<file path="config.mk">
export PLATFORM = sky130hd
export DESIGN_NAME = rmsacc_front
export DESIGN_NICKNAME = d
export VERILOG_FILES = /design/src/hdl/rmsacc_pkg.sv /design/src/hdl/rmsacc_front.sv
export SDC_FILE = /design/constraint.sdc
export NUM_CORES = 1
export LEC_CHECK = 0
export ABC_AREA = 1
export BUFFER_PORTS_ARGS = -buffer_cell sky130_fd_sc_hd__buf_2
export CAP_MARGIN = 20
export CORE_AREA = 10 10 58 106
export CTS_CLUSTER_DIAMETER = 120
export DETAILED_ROUTE_END_ITERATION = 6
export DIE_AREA = 0 0 68 116
export PLACE_DENSITY_LB_ADDON = 0.3
export SLEW_MARGIN = 40
export SYNTH_ARGS = -nofsm -noshare
export SYNTH_HDL_FRONTEND = slang
export SYNTH_SLANG_ARGS = --single-unit
</file>
<file path="constraint.sdc">
create_clock -name clock -period 3.15 [get_ports clock]
set_input_delay 0.63 -clock clock [delete_from_list [all_inputs] [get_ports clock]]
set_output_delay 0.63 -clock clock [all_outputs]
set_load 0.02 [all_outputs]
</file>
<file path="src/hdl/rmsacc_pkg.sv">
// rmsacc_pkg: shared types, widths and codes for the RMS / mean accumulator.
// Used by every module under hdl/. No dependencies.
package rmsacc_pkg;

   localparam int CHANNELS  = 8;
   localparam int CH_IDX_W  = (CHANNELS > 1) ? $clog2(CHANNELS) : 1;
   localparam int CH_W      = 4;
   localparam int CMD_W     = 2;
   localparam int SMP_W     = 12;
   localparam int OFF_W     = 13;
   localparam int GAIN_W    = 24;
   localparam int CNT_W     = 16;
   localparam int SQ_W      = 44;
   localparam int SUM_W     = 31;
   localparam int DELTA_W   = 14;
   localparam int PROD_W    = 2 * DELTA_W;
   localparam int ROOT_W    = SQ_W / 2;
   localparam int OUT_W     = 21;
   localparam int STEP_W    = 6;
   localparam int FRAC_W    = 16;
   localparam int RMS_P_W   = ROOT_W + 1 + GAIN_W;
   localparam int MEAN_P_W  = SUM_W + GAIN_W;
   localparam int QUEUE_DEPTH = 2;

   localparam logic [CH_IDX_W-1:0] LAST_CH = CH_IDX_W'(CHANNELS - 1);
   localparam logic [GAIN_W-1:0]   UNITY_GAIN = GAIN_W'(65536);
   localparam logic [STEP_W-1:0]   DIV_LAST_STEP  = STEP_W'(SQ_W - 1);
   localparam logic [STEP_W-1:0]   ROOT_LAST_STEP = STEP_W'(ROOT_W - 1);
   localparam logic signed [OUT_W-1:0] OUT_MAX = {1'b0, {(OUT_W-1){1'b1}}};
   localparam logic signed [OUT_W-1:0] OUT_MIN = {1'b1, {(OUT_W-1){1'b0}}};

   // input command codes
   localparam logic [CMD_W-1:0] CMD_SAMPLE = 2'd0;
   localparam logic [CMD_W-1:0] CMD_CAL    = 2'd1;
   localparam logic [CMD_W-1:0] CMD_CLEAR  = 2'd2;
   localparam logic [CMD_W-1:0] CMD_NONE   = 2'd3;  // unused, dropped

   typedef enum logic [1:0] {
      OP_SAMPLE,
      OP_CAL,
      OP_CLEAR
   } op_type;

   // one classified item in the queue
   typedef struct packed {
      op_type                     op;
      logic [CH_IDX_W-1:0]        channel;
      logic [SMP_W-1:0]           sample;
      logic signed [OFF_W-1:0]    offset;
      logic signed [GAIN_W-1:0]   gain;
   } entry_type;

   typedef enum logic [3:0] {
      ST_IDLE,
      ST_SQUARE,
      ST_ACC,
      ST_LOAD_SQ,
      ST_DIV_SQ,
      ST_LOAD_ROOT,
      ST_ROOT,
      ST_LOAD_MEAN,
      ST_DIV_MEAN,
      ST_MUL,
      ST_SCALE,
      ST_OUT
   } state_type;

endpackage

</file>
<file path="src/hdl/rmsacc_front.sv">
// rmsacc_front: accepts request beats, drops unused ones, holds one classified item.
// Depends on rmsacc_pkg; feeds rmsacc_queue.
module rmsacc_front import rmsacc_pkg::*; (
   input  logic                     clock,
   input  logic                     reset,
   input  logic                     req_valid,
   output logic                     req_ready,
   input  logic [CMD_W-1:0]         req_command,
   input  logic [CH_W-1:0]          req_channel,
   input  logic [SMP_W-1:0]         req_sample,
   input  logic signed [OFF_W-1:0]  req_cal_offset,
   input  logic signed [GAIN_W-1:0] req_cal_gain,
   output logic                     push,
   output entry_type                push_data,
   input  logic                     queue_full
);
   logic      hold_valid_ff, hold_valid_in;
   entry_type hold_ff, hold_in;
   logic      accept, keep, ch_ok;

   assign push      = hold_valid_ff;
   assign push_data = hold_ff;
   assign req_ready = !hold_valid_ff || !queue_full;
   assign accept    = req_valid && req_ready;
   assign ch_ok     = ({1'b0, req_channel} < (CH_W+1)'(CHANNELS));

   // classify: clear always kept, sample and calibration only on a real channel
   always_comb begin
      hold_in         = hold_ff;
      hold_in.channel = req_channel[CH_IDX_W-1:0];
      hold_in.sample  = req_sample;
      hold_in.offset  = req_cal_offset;
      hold_in.gain    = req_cal_gain;
      keep            = 1'b0;
      case (req_command)
         CMD_SAMPLE: begin
            hold_in.op = OP_SAMPLE;
            keep       = ch_ok;
         end
         CMD_CAL: begin
            hold_in.op = OP_CAL;
            keep       = ch_ok;
         end
         CMD_CLEAR: begin
            hold_in.op = OP_CLEAR;
            keep       = 1'b1;
         end
         default: begin
            hold_in.op = OP_CLEAR;
            keep       = 1'b0;
         end
      endcase
   end

   always_comb begin
      hold_valid_in = hold_valid_ff;
      if (hold_valid_ff && !queue_full) begin
         hold_valid_in = 1'b0;
      end
      if (accept) begin
         hold_valid_in = keep;
      end
   end

   always_ff @(posedge clock) begin
      if (reset) begin
         hold_valid_ff <= 1'b0;
      end else begin
         hold_valid_ff <= hold_valid_in;
      end
   end

   always_ff @(posedge clock) begin
      if (accept) begin
         hold_ff <= hold_in;
      end
   end

endmodule

</file>
-- After elaboration in Yosys (flattened, before gate mapping)
Index checks and enable logic that the tools add are counted.
W data, S select, Z words.
- input bits: 59
- bits in registers: 55
- $lt $le $gt $ge: 1
- equality and inequality tests: 2
- multiplexer cells: 4
- reduce and logical (&&, ||, !) cells: 8
- operator list (operator ; number):
    $lt A4 B4 Y1 const B ; 1
    $pmux W2 S2 ; 1
    $eq A2 B1 Y1 const B ; 1
    $eq A2 B2 Y1 const B ; 1
    $logic_and A1 B1 Y1 ; 2
    $logic_not A1 Y1 ; 2
    $logic_not A2 Y1 ; 1
    $mux W1 ; 2
    $pmux W1 S2 ; 1
    $reduce_bool A2 Y1 ; 1
    $reduce_or A2 Y1 ; 1
    $logic_or A1 B1 Y1 ; 1

-- Depth between registers and ports, before layout
- word-level depth: 4
- depth in mapped cells: 4
- gate-level depth less buffers: 4

-- Least setup slack after synthesis
OpenSTA, ideal clock, no wires.
- path type: input-to-reg
- from: input queue_full
- to: register hold_ff, in the netlist push_data[0] (enable)
- buffers on the path: 0
- library setup time: 417 ps
- stages on the path: 2
- data arrival time: 2176 ps
- setup slack: 557 ps
- path through: nand2_1 -> and2_1
- cells in the longest elaborated chain, start to end: 3
- RTL lines (element ; line ; RTL):
    start: declaration ; rmsacc_front.sv:15 ; input logic queue_full
    $logic_not A1 Y1 ; rmsacc_front.sv:23 ; assign req_ready = !hold_valid_ff || !queue_full;
    $logic_or A1 B1 Y1 ; rmsacc_front.sv:23 ;
    $logic_and A1 B1 Y1 ; rmsacc_front.sv:24 ; assign accept = req_valid && req_ready;
    net accept ; rmsacc_front.sv:19 ; logic accept, keep, ch_ok;
    end signal: assignment ; rmsacc_front.sv:75 ; hold_ff <= hold_in;
    end: declaration ; rmsacc_front.sv:18 ; entry_type hold_ff, hold_in;
The timed path passes the listed nets, and every way through them passes these cells.
A chain may end at the register's enable or synchronous reset.

-- Worst setup path in the final report
- from: input queue_full
- to: register hold_ff, in the netlist push_data[33] (enable)
Same word-level chain as after synthesis.

==> out/metrics.cfg <==
[outcome]
status = finished, final reports clean

[synth]
syn_nets = 124
synth_top_flop_cell = edfxtp_1
synth_most_common_cell = edfxtp_1
synth_area_leaders = edfxtp_1, dfxtp_1, nand3_2
netlist_instances = 65
post_synth.cell_area_avg_um2 = 26.1
ys_seq_area_share_pct = 96.8
synth_edf_count = 54
netlist.area_leader.share_pct = 95.6
yosys_warnings = 0
async_reset_ff_share_pct = 0
syn-cell-area_mm2 = 0.00170
synth.top_cells.by_count = edfxtp_1, nand2_1
synth_top_area_cell = edfxtp_1
synth_cell_types = 11
yosys_register_bits = 55

[floorplan]
die_y_um = 116
core_area_mm2 = 0.00442
start_util_pct = 38.3
num_rows = 34
design.die.area_mm2 = 0.00789
boundaryPins = 115
die_w_um = 68

[routing]
wl_um = 4370
post_drt_via_cell_ratio = 4.27
wire_per_inst_um = 18.1
drc = 0
first_pass_iters = 4
num_vias = 1029
dr.first_iter.drc_count = 43
ant_nets = 0

[timing]
fin_skew_ns = 0.00641
min_period_ns = 1.64
drv_slew = 0
fmaxAchievable_mhz = 608
period_share_pct = 52.2
relSlewSlack_pct = 61.3
tns_ns = 0
rsz0062_at_grt = no
setup_viol = 0
worst_slew_pin_slew_ns = 0.581
hold_violations = 0

[grt]
grt_pass1_vias = 1144
track_usage_pct = 11.0
antenna_found_initial = 0
grt_pass1_wl_um = 6330
grt_max_degree = 31
grt.overflow.total = 0

[clocking]
clkLatencyLatePin_ns = 0.29
cts_htree_levels = 2
cts_resized = 0
cts-hold-fix-buffers = 0
cts_buffers = 5
clk_pin_slew_worst_paths_ns = 0.09
cts_tree = done
post-cts-setup-buffers = 0
cts_sinks = 55
root_buffer = clkbuf_8
clk_path_buf_depth = 2

[power_and_ir_drop]
power_leakage_uw = 0.00106
ir_worst_vdd_uv = 369
power_density_mw_per_mm2 = 567

[place]
gp_congestion = 0.730
dp_hpwl_um = 3640
placed_area_mm2 = 0.00235
io_buffers = 114

[cells_and_area]
fin_nets = 245
final_cell_area_mm2 = 0.00243
antenna_cells = 0
post-route-util_pct = 55.0
areaGrowthSynthToFinish_pct = 43.5
final_layout_size_suffix_gt1_share_pct = 67.4

[worst_setup_path]
critPathMaxFanout = 30
startpoint = queue_full
arrival_ns = 1.65
critical_path_class = in -> reg
worstPathRequired_ns = 3.15
cp-start-kind = input port
reg2reg_slack_ns = 1.62
r2r_start = push$_SDFFE_PP0P_
critPathCapture = push_data[33]$_DFFE_PP_
r2r_end = push_data[33]$_DFFE_PP_
worst_setup_path_end_kind = flip-flop
rr_worst_depth = 3

[worst_hold_path]
min_path_type = in -> reg
worstHoldStart = reset

[run]
maxCapViolCount = 0

critical path, stage by stage:
cell and delay, ns:
buf_2 0.09, nand2_1 0.10, and2_2 0.54, buf_12 0.27
cell families after synthesis:
group | count (synthesis) | share of synthesized area (%)
flops | 55 | 96.8
simple gates | 6 | 1.99
buf+inv | 3 | 0.664
compound gates | 1 | 0.517
per-layer routing:
layer	wire, µm	GRT usage (%)	up-vias
li1	-	-	491
met1	1240	10.2	469
met2	2420	19.2	62
met3	604	5.61	7
met4	96	4.86	0
met5	0	0	-
sequential cells by signal, summed over array words and instances (netlist names):
name       flops
push_data     54
push           1
power breakdown:
group	leakage, µW	internal [µW]	switching [µW]
Sequential	0.000533	854	9.45
Combinational	0.000484	57.8	103
Clock	0.0000422	156	198
per-stage QoR:
stage | total power [µW] | std cells | setup slack (ns) | hold slack (ns)
global route | 1450 | 241 | 1.43 | 0.482
finish | 1380 | 241 | 1.51 | 0.487
detailed placement | 1050 | 233 | 1.17 | 0.497
global placement | 1040 | 233 | 1.24 | 0.478
CTS | 1400 | 241 | 1.49 | 0.474
floorplan | 958 | 65 | 0.557 | 0.692
area by class of cell:
| class | instances | area (µm²) |
|---|---|---|
| sequential | 55 | 1640 |
| timing repair buffer | 115 | 591 |
| multi-input combinational | 7 | 43.8 |
| clock inverter | 1 | 5.00 |
| clock buffer | 7 | 76.3 |
| tap | 54 | 67.6 |
| fill | 403 | 1990 |
| inverter | 2 | 7.51 |
worst min path at each step:
stage	endpoint	slack [ns]	cells after the start
after floorplan	push$_SDFFE_PP0P_	0.69	1
after global placement	push$_SDFFE_PP0P_	0.48	2
after detailed placement	push$_SDFFE_PP0P_	0.50	2
after CTS	push$_SDFFE_PP0P_	0.47	2
after global routing	push$_SDFFE_PP0P_	0.48	2
final	push$_SDFFE_PP0P_	0.49	2
placed cells by master (no fill, tap or decap), drive strengths merged:
| cell | instances |
|---|---|
| clkbuf | 7 |
| nor2 | 1 |
| dfxtp | 1 |
| and2 | 1 |
| buf | 115 |
| a21oi | 1 |
| edfxtp | 54 |
| nand3 | 1 |
| clkinv | 1 |
| nand2 | 3 |
| inv | 2 |
Note: power is estimated with default switching activity, not from simulation.
