File: config.mk
export PLATFORM = sky130hd
export DESIGN_NAME = rmsacc_queue
export DESIGN_NICKNAME = d
export VERILOG_FILES = /design/src/hdl/rmsacc_pkg.sv /design/src/hdl/rmsacc_queue.sv
export SDC_FILE = /design/constraint.sdc
export NUM_CORES = 1
export LEC_CHECK = 0
export BUFFER_PORTS_ARGS = -buffer_cell sky130_fd_sc_hd__buf_2
export CAP_MARGIN = 20
export CORE_MARGIN = 2
export CORE_UTILIZATION = 58
export CTS_BUF_LIST = sky130_fd_sc_hd__clkbuf_8
export DETAILED_ROUTE_END_ITERATION = 7
export PLACE_DENSITY_LB_ADDON = 0.05
export SYNTH_ARGS = -nofsm -noshare
export SYNTH_HDL_FRONTEND = slang
export SYNTH_SLANG_ARGS = --single-unit
File: constraint.sdc
create_clock -name clock -period 4.6 [get_ports clock]
set_input_delay 0.92 -clock clock [delete_from_list [all_inputs] [get_ports clock]]
set_output_delay 0.92 -clock clock [all_outputs]
set_load 0.005 [all_outputs]
File: src/hdl/rmsacc_pkg.sv
// rmsacc_pkg: shared types, widths and codes for the RMS / mean accumulator.
// Used by every module under hdl/. No dependencies.
package rmsacc_pkg;

   localparam int CHANNELS  = 8;
   localparam int CH_IDX_W  = (CHANNELS > 1) ? $clog2(CHANNELS) : 1;
   localparam int CH_W      = 4;
   localparam int CMD_W     = 2;
   localparam int SMP_W     = 12;
   localparam int OFF_W     = 13;
   localparam int GAIN_W    = 24;
   localparam int CNT_W     = 16;
   localparam int SQ_W      = 44;
   localparam int SUM_W     = 31;
   localparam int DELTA_W   = 14;
   localparam int PROD_W    = 2 * DELTA_W;
   localparam int ROOT_W    = SQ_W / 2;
   localparam int OUT_W     = 21;
   localparam int STEP_W    = 6;
   localparam int FRAC_W    = 16;
   localparam int RMS_P_W   = ROOT_W + 1 + GAIN_W;
   localparam int MEAN_P_W  = SUM_W + GAIN_W;
   localparam int QUEUE_DEPTH = 2;

   localparam logic [CH_IDX_W-1:0] LAST_CH = CH_IDX_W'(CHANNELS - 1);
   localparam logic [GAIN_W-1:0]   UNITY_GAIN = GAIN_W'(65536);
   localparam logic [STEP_W-1:0]   DIV_LAST_STEP  = STEP_W'(SQ_W - 1);
   localparam logic [STEP_W-1:0]   ROOT_LAST_STEP = STEP_W'(ROOT_W - 1);
   localparam logic signed [OUT_W-1:0] OUT_MAX = {1'b0, {(OUT_W-1){1'b1}}};
   localparam logic signed [OUT_W-1:0] OUT_MIN = {1'b1, {(OUT_W-1){1'b0}}};

   // input command codes
   localparam logic [CMD_W-1:0] CMD_SAMPLE = 2'd0;
   localparam logic [CMD_W-1:0] CMD_CAL    = 2'd1;
   localparam logic [CMD_W-1:0] CMD_CLEAR  = 2'd2;
   localparam logic [CMD_W-1:0] CMD_NONE   = 2'd3;  // unused, dropped

   typedef enum logic [1:0] {
      OP_SAMPLE,
      OP_CAL,
      OP_CLEAR
   } op_type;

   // one classified item in the queue
   typedef struct packed {
      op_type                     op;
      logic [CH_IDX_W-1:0]        channel;
      logic [SMP_W-1:0]           sample;
      logic signed [OFF_W-1:0]    offset;
      logic signed [GAIN_W-1:0]   gain;
   } entry_type;

   typedef enum logic [3:0] {
      ST_IDLE,
      ST_SQUARE,
      ST_ACC,
      ST_LOAD_SQ,
      ST_DIV_SQ,
      ST_LOAD_ROOT,
      ST_ROOT,
      ST_LOAD_MEAN,
      ST_DIV_MEAN,
      ST_MUL,
      ST_SCALE,
      ST_OUT
   } state_type;

endpackage

File: src/hdl/rmsacc_queue.sv
// rmsacc_queue: short FIFO of classified items between front and back.
// Depends on rmsacc_pkg.
module rmsacc_queue import rmsacc_pkg::*; (
   input  logic      clock,
   input  logic      reset,
   input  logic      push,
   input  entry_type push_data,
   output logic      full,
   input  logic      pop,
   output logic      not_empty,
   output entry_type pop_data
);
   localparam int PTR_W = (QUEUE_DEPTH > 1) ? $clog2(QUEUE_DEPTH) : 1;
   localparam int FILL_W = $clog2(QUEUE_DEPTH + 1);

   entry_type             slots_ff [QUEUE_DEPTH];
   logic [PTR_W-1:0]      wr_ptr_ff, wr_ptr_in, rd_ptr_ff, rd_ptr_in;
   logic [FILL_W-1:0]     fill_ff, fill_in;
   logic                  do_push, do_pop;

   assign full      = (fill_ff == FILL_W'(QUEUE_DEPTH));
   assign not_empty = (fill_ff != '0);
   assign do_push   = push && !full;
   assign do_pop    = pop && not_empty;
   assign pop_data  = slots_ff[rd_ptr_ff];

   // pointer and fill update
   always_comb begin
      wr_ptr_in = wr_ptr_ff;
      rd_ptr_in = rd_ptr_ff;
      fill_in   = fill_ff;
      if (do_push) begin
         wr_ptr_in = (wr_ptr_ff == PTR_W'(QUEUE_DEPTH - 1)) ? '0 : wr_ptr_ff + 1'b1;
      end
      if (do_pop) begin
         rd_ptr_in = (rd_ptr_ff == PTR_W'(QUEUE_DEPTH - 1)) ? '0 : rd_ptr_ff + 1'b1;
      end
      if (do_push && !do_pop) begin
         fill_in = fill_ff + 1'b1;
      end else if (do_pop && !do_push) begin
         fill_in = fill_ff - 1'b1;
      end
   end

   always_ff @(posedge clock) begin
      if (reset) begin
         wr_ptr_ff <= '0;
         rd_ptr_ff <= '0;
         fill_ff   <= '0;
      end else begin
         wr_ptr_ff <= wr_ptr_in;
         rd_ptr_ff <= rd_ptr_in;
         fill_ff   <= fill_in;
      end
   end

   // slot storage, no reset
   always_ff @(posedge clock) begin
      if (do_push) begin
         slots_ff[wr_ptr_ff] <= push_data;
      end
   end

endmodule

==> Word level (Yosys, flattened, before mapping) <==
Memories as Yosys holds them, arrays and structs flattened. A register that Yosys moved wholly into a read port is not among the register bits.
Index checks and enable logic that the tools add are counted.
Widths: inputs -> output; s select.
{ "op_classes": {"n_reduce_logical": 9, "eq_ne": 1, "n_mux": 8, "n_addsub": 4} }
{ "op_table": {"columns": ["operator", "n"], "rows": [
  ["$mux 1", 6],
  ["$logic_and 1x1->1", 4],
  ["$mux 2", 2],
  ["$reduce_bool 2->1", 2],
  ["$logic_not 1->1", 3],
  ["$add 1x1->1 const B", 2],
  ["$add 2x1->2 const B", 1],
  ["$eq 2x2->1 const B", 1],
  ["$sub 2x1->2 const B", 1]
]} }
{ "totals": {"reg_bits": 4, "output_inout_bits": 56, "n_memories": 1, "inputBits": 58, "ram_bits": 108, "wordCells": 26} }
{ "memory_table": {"columns": ["memory", "depth", "width", "rd", "rd_clocked_by_memory_dff", "wr", "line_no", "rtl"], "rows": [
  ["slots_ff", 2, 54, 1, 1, 1, "rmsacc_queue.sv:16", "entry_type slots_ff [QUEUE_DEPTH];"]
]} }

==> Depth between registers and ports, before layout <==
Gate-level depths: netlist of the first run.
{ "depth": {"depth_word": 7, "ltp_mapped": 6, "depth_no_buf": 6} }

==> Worst setup path before layout of the first run <==
OpenSTA, ideal clock, no wires.
{ "synth_timing": {"path_kind": "in2reg", "from": "in push", "to": "mem slots_ff[1][0] (netlist name) (enable)", "arrival_time_ns": 2.386, "stages": 3, "slack_ns": 1.797, "t_required_ns": 4.183, "n_path_buf": 0, "setup_ns": 0.417, "path_cell_list": "inv_1 > nor2_1 > and2_1"} }
{ "synth_between": {"elab_chain_len": 3} }
{ "synth_rtl": {"columns": ["element", "line_no", "rtl"], "rows": [
  ["start, declared", "rmsacc_queue.sv:6", "input logic push,"],
  ["$logic_and 1x1->1", "rmsacc_queue.sv:23", "assign do_push = push && !full;"],
  ["$mux 1", "rmsacc_queue.sv:59", "if (do_push) begin"],
  ["$mux 1 (not written as such)", "rmsacc_queue.sv:60", "slots_ff[wr_ptr_ff] <= push_data;"],
  ["end, declared", "rmsacc_queue.sv:16", null]
]} }
No other way between the ends.

==> results.sh, run 1 <==
export IMPL_cts_tree="done"
export IMPL_h_tree_depth=4
export IMPL_drive_above_1_share_pct=61.68
export IMPL_criticalPathCategory="reg -> out"
export IMPL_firstDrtPassIters=4
export IMPL_slew_violations=0
export IMPL_netlist_area_mm2=0.004101
export IMPL_dpl_instance_area_mm2=0.004782
export IMPL_cts_buffer_depth=2
export IMPL_startpoint_type="register"
export IMPL_dieArea_mm2=0.007760
export IMPL_crit_reg2reg_launch="fill_ff[0]$_SDFFE_PP0P_"
export IMPL_synth_top_family_by_area="multiplexers"
export IMPL_maxCapViolations=0
export IMPL_synth_compound_area_share_pct=0.6101
export IMPL_hp_start="rd_ptr_ff$_SDFFE_PP0P_"
export IMPL_synthAdderAreaFrac_pct=0.3051
export IMPL_ant_nets=0
export IMPL_power_density_mw_per_mm2=561.8
export IMPL_cts_sinks=113
export IMPL_grt_start_max_net_pins=39
export IMPL_p_int_mw=2.197
export IMPL_area_growth_pct=26.94
export IMPL_synth_area_per_cell_um2=21.25
export IMPL_root_buffer="clkbuf_8"
export IMPL_worstMarginPinSlew_ns=0.9117
export IMPL_synth_largest_area_cell="edfxtp_1"
export IMPL_design_area_mm2=0.005206
export IMPL_hpwlAfterDp_um=4337
export IMPL_synth_area_leaders="edfxtp_1, mux2_2, dfxtp_1"
export IMPL_numPortBuffers=113
export IMPL_hold_path_class="reg -> reg"
export IMPL_power_switching_mw=0.7281
export IMPL_seq_power_share_pct=47.1
export IMPL_period_share_pct=68.21
export IMPL_wl_per_cell_um=15.94
export IMPL_vias=2160
export IMPL_antennaDiodeCount=0
export IMPL_pin_count=114
export IMPL_synth_distinct_cells=14
export IMPL_switching_share_pct=24.89
export IMPL_cts_setup_buffers=0
export IMPL_cts_inserted_buffers=17
export IMPL_grt_use_total_pct=18.58
export IMPL_cp_data_arrival_time_ns=2.22
export IMPL_fill_cells=445
export IMPL_finalHoldViolCount=0
export IMPL_worst_clock_skew_ns=0.006742
export IMPL_leakage_nw=1.970
export IMPL_die_y_um=88.09
export IMPL_grt_pass1_wl_um=10180
export IMPL_synthMuxAreaShare_pct=14.83
export IMPL_route_detailed_drc=0
export IMPL_crit_path_end_kind="primary output"
export IMPL_clkTransAtPathRegs_ns=0.06
export IMPL_synth_top_cell_area_share_pct=79.07
export IMPL_totalWireLength_um=6853
export IMPL_syn_inst=193
export IMPL_status="complete, no violations"
export IMPL_cts_repair_resized=0
export IMPL_core_rowCount=30
export IMPL_grt_overflow=0
export IMPL_fin_nets=381
export IMPL_ys_seq_area_share_pct=81.51
export IMPL_setup_viol=0
export IMPL_grt_setup_unrepaired="false"
export IMPL_crit_path_max_fanout=38
export IMPL_synth_enable_flop_cells=108
export IMPL_via_per_inst=5.023
export IMPL_ys_ff_latch=113
export IMPL_synthSimpleGateAreaFrac_pct=1.190
export IMPL_max_freq_ghz=0.3187
export IMPL_gp_congestion=0.7412
export IMPL_async_reset_ff_share_pct=0
export IMPL_power_frac_comb_pct=19.7
export IMPL_synth_xor_area_share_pct=0.6406
export IMPL_cp_required_ns=3.68
export IMPL_yosysMostFrequentCell="edfxtp_1"
export IMPL_grt_pass1_vias=2190
export IMPL_chipWidth_um=88.09
export IMPL_irDropWorstVdd_mv=0.3930
export IMPL_synth_ff_type="edfxtp_1"
export IMPL_slew_headroom_pct=39.22
export IMPL_antenna_found_initial=0
export IMPL_drt_iter0_drc=148
export IMPL_syn_num_nets=252
export IMPL_clock_latency_ns=0.41
export IMPL_cts_hold_buf=0
export IMPL_synthTopCellsByCount="edfxtp_1, mux2_2, buf_2"
export IMPL_yosysWarnings=0
export IMPL_clkPwrFrac_pct=33.2
export IMPL_core_area_mm2=0.006832
export IMPL_tns_ns=0
export IMPL_initial_utilization_pct=60.04
export IMPL_fin_crit_ns=3.138
power groups by stage:
stage | combinational [mW] | clock, mW | sequential, mW
6_report | 0.575 | 0.972 | 1.38
3_5_place_dp | 0.578 | 0 | 1.40
4_1_cts | 0.584 | 0.992 | 1.38
5_1_grt | 0.631 | 1.03 | 1.39
3_3_place_gp | 0.575 | 0 | 1.39
2_1_floorplan | 0.382 | 0 | 1.35
logic make-up (layout without fill, tap and decap cells):
kind of cell               after synthesis  in the layout
and+or+nand+nor                          9              9
muxes                                   54             54
DFF                                    113            113
AOI/OAI and AO/OA                        5              5
buffers and inverters                    8            149
xor gates and xnor gates                 3              3
adders and majority gates                1              1
path summary, 6_finish.rpt:
check | endpoint | cells past startpoint | slack, ns
setup / recovery | pop_data[26] | 3 | 1.46
hold / removal | register | 2 | 0.51
setup reg to reg | slots_ff[0][49]$_DFFE_PP_ | 4 | 2.41
hold reg to reg | register | 2 | 0.51
state kept, by name (all words and copies together), names as in the netlist, named ones only:
signal / cells
fill_ff: 2
slots_ff: 108
rd_ptr_ff: 1
wr_ptr_ff: 1
per-stage QoR:
step	std cells	hold slack (ns)	total power, mW	worst slack, ns	util, %
2_1_floorplan	193	0.4516	1.727	1.797	-
3_3_place_gp	399	0.4677	1.969	1.823	70.00
3_5_place_dp	399	0.4933	1.979	1.831	70.00
4_1_cts	430	0.5094	2.956	1.380	76.21
5_1_grt	430	0.5249	3.058	1.281	76.21
6_report	430	0.5058	2.925	1.462	76.21
layer usage:
metal,GRT usage (%),wire length [um],vias to the layer above
met4,8.264,44,0
met5,0,0,-
met3,8.577,498,4
met2,30.37,3494,92
met1,21.10,2815,1045
li1,-,-,1019
placed cells by master (no fill, tap or decap), drive strengths merged:
master	n
xor2	3
edfxtp	108
inv	3
and2	1
nor2	4
mux2	54
or3	2
dfxtp	5
nor2b	1
bufinv	4
clkinvlp	5
or2	1
clkbuf	17
o21ai	3
ha	1
a21oi	2
buf	116
clkinv	4
critical path, stage by stage, from the launching register on:
cell	delay, ns
dfxtp_2	0.91
buf_4	0.40
mux2_2	0.37
buf_2	0.13
layout make-up:
class | instances | area [um2] | share of cell area (%)
clock buffers | 17 | 234.0 | 4.494
repair buffers | 116 | 588.1 | 11.30
flip-flops and latches | 113 | 3344 | 64.24
multi-input cells | 72 | 721.9 | 13.87
inverters | 2 | 7.507 | 0.1442
well taps | 96 | 120.1 | 2.307
clock inverters | 14 | 190.2 | 3.653
(Power assumes the default switching activity.)
==> run 2: changes to the inputs <==
- CORE_UTILIZATION: 58 -> 48
- clock period: 4.6 -> 2.7 ns (I/O delays scaled with it)
==> run 2 against run 1 <==
Compared with the run above:
- power increased by 69%
- sequential share of layout area decreased by 0.22 points
- largest power group unchanged
- critical endpoint is now pop_data[18]
- worst hold slack got worse by 0.19 ns
==> results.sh, run 2 (synthesized netlist as in run 1, its figures left out) <==
export IMPL_wl_per_cell_um=15.39
export IMPL_layout_commonest_cell="buf_2"
export IMPL_grt_start_max_net_pins=36
export IMPL_instances_no_fill=442
export IMPL_crit_path_end_kind="primary output"
export IMPL_grt_setup_unrepaired="false"
export IMPL_cts_buffer_depth=2
export IMPL_core_area_mm2=0.008258
export IMPL_core_rowCount=33
export IMPL_status="complete, no violations"
export IMPL_final_cell_mix="buf_2, edfxtp_1, mux2_2"
export IMPL_irDropWorstVdd_mv=0.5092
export IMPL_cp_data_arrival_time_ns=1.65
export IMPL_hpwlAfterDp_um=4367
export IMPL_grt_overflow=0
export IMPL_max_freq_ghz=0.4566
export IMPL_drt_iter0_drc=79
export IMPL_post_place_ws_ns=0.8176
export IMPL_drive_above_1_share_pct=60.83
export IMPL_leakage_nw=1.994
export IMPL_die_y_um=96.44
export IMPL_grt_pass1_vias=2100
export IMPL_cts_inserted_buffers=17
export IMPL_worst_clock_skew_ns=0.006349
export IMPL_largestRegisters="slots_ff: 108 flops, fill_ff: 2 flops"
export IMPL_hold_path_class="in -> reg"
export IMPL_cts_setup_buffers=0
export IMPL_vias=2137
export IMPL_cts_repair_resized=0
export IMPL_place_inst=411
export IMPL_setup_viol=0
export IMPL_slew_violations=0
export IMPL_tns_ns=0
export IMPL_crit_path_max_fanout=34
export IMPL_ant_nets=0
export IMPL_initial_utilization_pct=49.67
export IMPL_fill_cells=626
export IMPL_antenna_found_initial=0
export IMPL_route_detailed_drc=0
export IMPL_worst_slack_ns=0.5101
export IMPL_multiInputGateArea_um2=721.9
export IMPL_power_density_mw_per_mm2=945.8
export IMPL_fin_nets=384
export IMPL_finalHoldViolCount=0
export IMPL_largest_register_ff_count=108
export IMPL_period_share_pct=81.11
export IMPL_criticalPathCategory="reg -> out"
export IMPL_pin_count=114
export IMPL_totalWireLength_um=6803
export IMPL_fin_crit_ns=2.190
export IMPL_dieArea_mm2=0.009300
export IMPL_clkTransAtPathRegs_ns=0.06
export IMPL_maxCapViolations=0
export IMPL_area_growth_pct=27.36
export IMPL_slew_headroom_pct=68.31
export IMPL_final_seq_area_mm2=0.003344
export IMPL_cts_tree="done"
export IMPL_chipWidth_um=96.44
export IMPL_cp_required_ns=2.16
export IMPL_clock_latency_ns=0.41
export IMPL_cts_sinks=113
export IMPL_utilization_pct=63.26
export IMPL_worstMarginPinSlew_ns=0.4753
export IMPL_root_buffer="clkbuf_8"
export IMPL_grt_pass1_wl_um=10090
export IMPL_grt_use_total_pct=15.37
export IMPL_firstDrtPassIters=5
export IMPL_gp_congestion=0.7081
export IMPL_largest_register="slots_ff"
export IMPL_startpoint_type="register"
export IMPL_antennaDiodeCount=0
export IMPL_numPortBuffers=113
export IMPL_cts_hold_buf=0
export IMPL_via_per_inst=4.835
export IMPL_h_tree_depth=4
run 2: changes by cell type in the layout (fill, tap and decap cells not counted), sizes merged:
cell,delta
buf,+3
inv,+1
clkinv,+2
clkinvlp,-3
run 2: path summary, 6_finish.rpt:
| check | start | endpoint | slack [ns] | cells after the start |
|---|---|---|---|---|
| worst max-delay path | register | pop_data[18] | 0.51 | 3 |
| worst min-delay path | push_data[27] | slots_ff[1][27]$_DFFE_PP_ | 0.31 | 1 |
| worst max register to register | fill_ff[1]$_SDFFE_PP0P_ | slots_ff[0][38]$_DFFE_PP_ | 1.02 | 4 |
| worst min register to register | wr_ptr_ff$_SDFFE_PP0N_ | wr_ptr_ff$_SDFFE_PP0N_ | 0.50 | 2 |
run 2: cell type report:
type / instances / area share [%]
timing repair buffer: 119 / 11.69
clock buffer: 17 / 4.479
inverter: 2 / 0.1437
multi-input combinational: 72 / 13.82
tap: 105 / 2.515
clock inverter: 14 / 3.329
sequential: 113 / 64.02
run 2: where the power goes:
| group | internal [mW] | switching [mW] | total (mW) |
|---|---|---|---|
| clock | 0.982 | 0.624 | 1.61 |
| combinational | 0.551 | 0.519 | 1.07 |
| sequential | 2.20 | 0.0596 | 2.26 |
| total | 3.74 | 1.20 | 4.94 |
run 2: critical path: stages, from the launching register on:
cell,delay (ns)
dfxtp_2,0.32
buf_4,0.39
mux2_2,0.40
buf_2,0.13
run 2: through the flow:
step	hold slack, ns	total power [mW]	cell area, um2
6_report	0.3142	4.940	5224
5_1_grt	0.2835	5.214	5224
4_1_cts	0.2834	5.016	5224
3_5_place_dp	0.4805	3.393	4816
3_3_place_gp	0.4845	3.388	4816
2_1_floorplan	0.4516	2.943	4101
run 2: metal layers:
metal  track usage (%)  part of all wire [%]  vias up
met5                 0                     0        -
met4             7.394                   1.1        0
met3             6.284                   7.6        9
met2             24.07                    49       75
met1             18.59                    42     1029
li1                  -                     -     1024
==> run 3: changes to the inputs <==
- clock period: 2.7 -> 1.8 ns (I/O delays scaled with it)
==> run 3 against run 2 <==
Compared with the run above:
- sequential cell count stayed put
- via count is 0.89% higher
- design area is 5.3% higher
- largest power group unchanged
- combinational power is 76% higher
- utilization is 3.3 points higher
- clock-buffer cell count stayed put
- register-to-register slack worse by 0.80 ns
- critical path depth stayed put
- highest routed layer unchanged
- sequential share of layout area is 3.2 points lower
- the flow now finishes with violations (negative setup slack)
- largest cell class unchanged
- cell count is 0.23% higher
- first-iteration DRC count is 19% higher
- clock skew is 0.0054 ns higher
==> results.sh, run 3 (synthesized netlist as in run 1, its figures left out) <==
export IMPL_status="finished with violations"
export IMPL_violations="negative setup slack"
export IMPL_worst_clock_skew_ns=0.01178
export IMPL_largest_register_ff_count=108
export IMPL_drive_above_1_share_pct=62.13
export IMPL_drt_iter0_drc=94
export IMPL_r2r_end="fill_ff[1]$_SDFFE_PP0P_"
export IMPL_ant_nets=0
export IMPL_pin_count=114
export IMPL_chipWidth_um=96.44
export IMPL_worstMarginPinSlew_ns=0.3474
export IMPL_criticalPathCategory="reg -> out"
export IMPL_firstDrtPassIters=4
export IMPL_root_buffer="clkbuf_8"
export IMPL_via_per_inst=4.867
export IMPL_holdWs_ns=0.1366
export IMPL_cp_data_arrival_time_ns=1.49
export IMPL_grt_overflow=0
export IMPL_hold_path_class="in -> reg"
export IMPL_fin_crit_ns=1.846
export IMPL_largestRegisters="slots_ff: 108 flops, fill_ff: 2 flops"
export IMPL_gp_congestion=0.6979
export IMPL_grt_use_total_pct=15.82
export IMPL_crit_path_max_fanout=31
export IMPL_fin_nets=384
export IMPL_antenna_found_initial=1
export IMPL_r2r_slack_ns=0.22
export IMPL_cts_hold_buf=0
export IMPL_final_seq_area_mm2=0.003347
export IMPL_startpoint_type="register"
export IMPL_grt_start_max_net_pins=35
export IMPL_utilization_pct=66.59
export IMPL_cts_setup_buffers=0
export IMPL_fill_cells=603
export IMPL_min_path_cells=1
export IMPL_antennaDiodeCount=0
export IMPL_rr_worst_depth=4
export IMPL_clkTransAtPathRegs_ns=0.07
export IMPL_cts_tree="done"
export IMPL_cts_inserted_buffers=17
export IMPL_dpl_instance_area_mm2=0.004905
export IMPL_grt_pass1_vias=2152
export IMPL_die_y_um=96.44
export IMPL_crit_path_end_kind="primary output"
export IMPL_wl_met2_um=3295
export IMPL_design_area_mm2=0.005499
export IMPL_route_detailed_drc=0
export IMPL_power_density_mw_per_mm2=1492
export IMPL_grt_setup_unrepaired="true"
export IMPL_cts_buffer_depth=2
export IMPL_core_rowCount=33
export IMPL_grt_pass1_wl_um=10370
export IMPL_hpwlAfterDp_um=4589
export IMPL_leakage_nw=2.097
export IMPL_wl_per_cell_um=16.05
export IMPL_vias=2156
export IMPL_layout_commonest_cell="edfxtp_1"
export IMPL_totalWireLength_um=7110
export IMPL_wl_met1_um=3189
export IMPL_cp_required_ns=1.44
export IMPL_cts_sinks=113
export IMPL_maxCapViolations=0
export IMPL_tns_ns=-1.187
export IMPL_crit_reg2reg_launch="fill_ff[0]$_SDFFE_PP0P_"
export IMPL_h_tree_depth=4
export IMPL_final_cell_mix="edfxtp_1, buf_2, mux2_2"
export IMPL_finalHoldViolCount=0
export IMPL_worst_slack_ns=-0.04581
export IMPL_slew_violations=0
export IMPL_routed_wl_met3_um=558
export IMPL_power_total_mw=8.206
export IMPL_period_share_pct=102.5
export IMPL_max_freq_ghz=0.5418
export IMPL_dr_max_layer_used="met4"
export IMPL_whs_endpoint="slots_ff[0][35]$_DFFE_PP_"
export IMPL_numPortBuffers=113
export IMPL_hp_start="push_data[35]"
export IMPL_area_growth_pct=34.08
export IMPL_setup_viol=44
export IMPL_slew_headroom_pct=76.60
export IMPL_clock_latency_ns=0.41
export IMPL_core_area_mm2=0.008258
export IMPL_multiInputGateArea_um2=769.5
export IMPL_irDropWorstVdd_mv=0.7928
export IMPL_dieArea_mm2=0.009300
export IMPL_initial_utilization_pct=49.67
export IMPL_largest_register="slots_ff"
-- run 3: changes by cell type in the layout (fill, tap and decap cells not counted), moves of 6 or more --
cell / change
mux2_4: +10
buf_2: -9
mux2_2: -10
buf_4: -6
buf_12: +6
buf_6: +9
-- run 3: power breakdown --
group | switching, mW | internal, mW
clock | 0.992 | 1.92
combinational | 0.832 | 1.05
sequential | 0.107 | 3.31
total | 1.93 | 6.27
-- run 3: through the flow --
stage	worst slack (ns)	std cells
floorplan	0.003263	193
global placement	0.2492	411
detailed placement	0.2169	411
CTS	-0.08358	443
global route	-0.1243	443
finish	-0.04581	443
-- run 3: what timing repair did --
action                     in CTS  in global routing
pin swaps                       0                  0
setup endpoints to repair      54                 54
gates cloned                    0                  0
gates resized for setup         6                 14
-- run 3: critical path, stage by stage, from the launching register on --
cell     delay (ns)
dfxtp_4        0.37
buf_12         0.20
mux2_2         0.36
buf_2          0.13
-- run 3: layout make-up --
cell class / instances / area share, %
clock buffer: 17 / 4.255
tap: 105 / 2.389
sequential: 113 / 60.86
multi-input combinational: 72 / 13.99
timing repair buffer: 119 / 13.49
clock inverter: 15 / 4.801
inverter: 2 / 0.2048
-- run 3: layer usage --
metal	global-route usage [%]	vias to the layer above
li1	-	1030
met1	20.72	1041
met2	23.21	74
met3	6.672	11
met4	7.042	0
met5	0	-
-- run 3: worst max-delay path by stage --
stage | endpoint | cells past startpoint | from
2_1_floorplan | slots_ff[0][0]$_DFFE_PP_ | 3 | fill_ff[1]$_SDFFE_PP0P_
6_report | pop_data[34] | 3 | register
5_1_grt | pop_data[24] | 3 | register
3_3_place_gp | slots_ff[0][13]$_DFFE_PP_ | 5 | push
3_5_place_dp | fill_ff[1]$_SDFFE_PP0P_ | 4 | fill_ff[0]$_SDFFE_PP0P_
4_1_cts | pop_data[24] | 3 | register
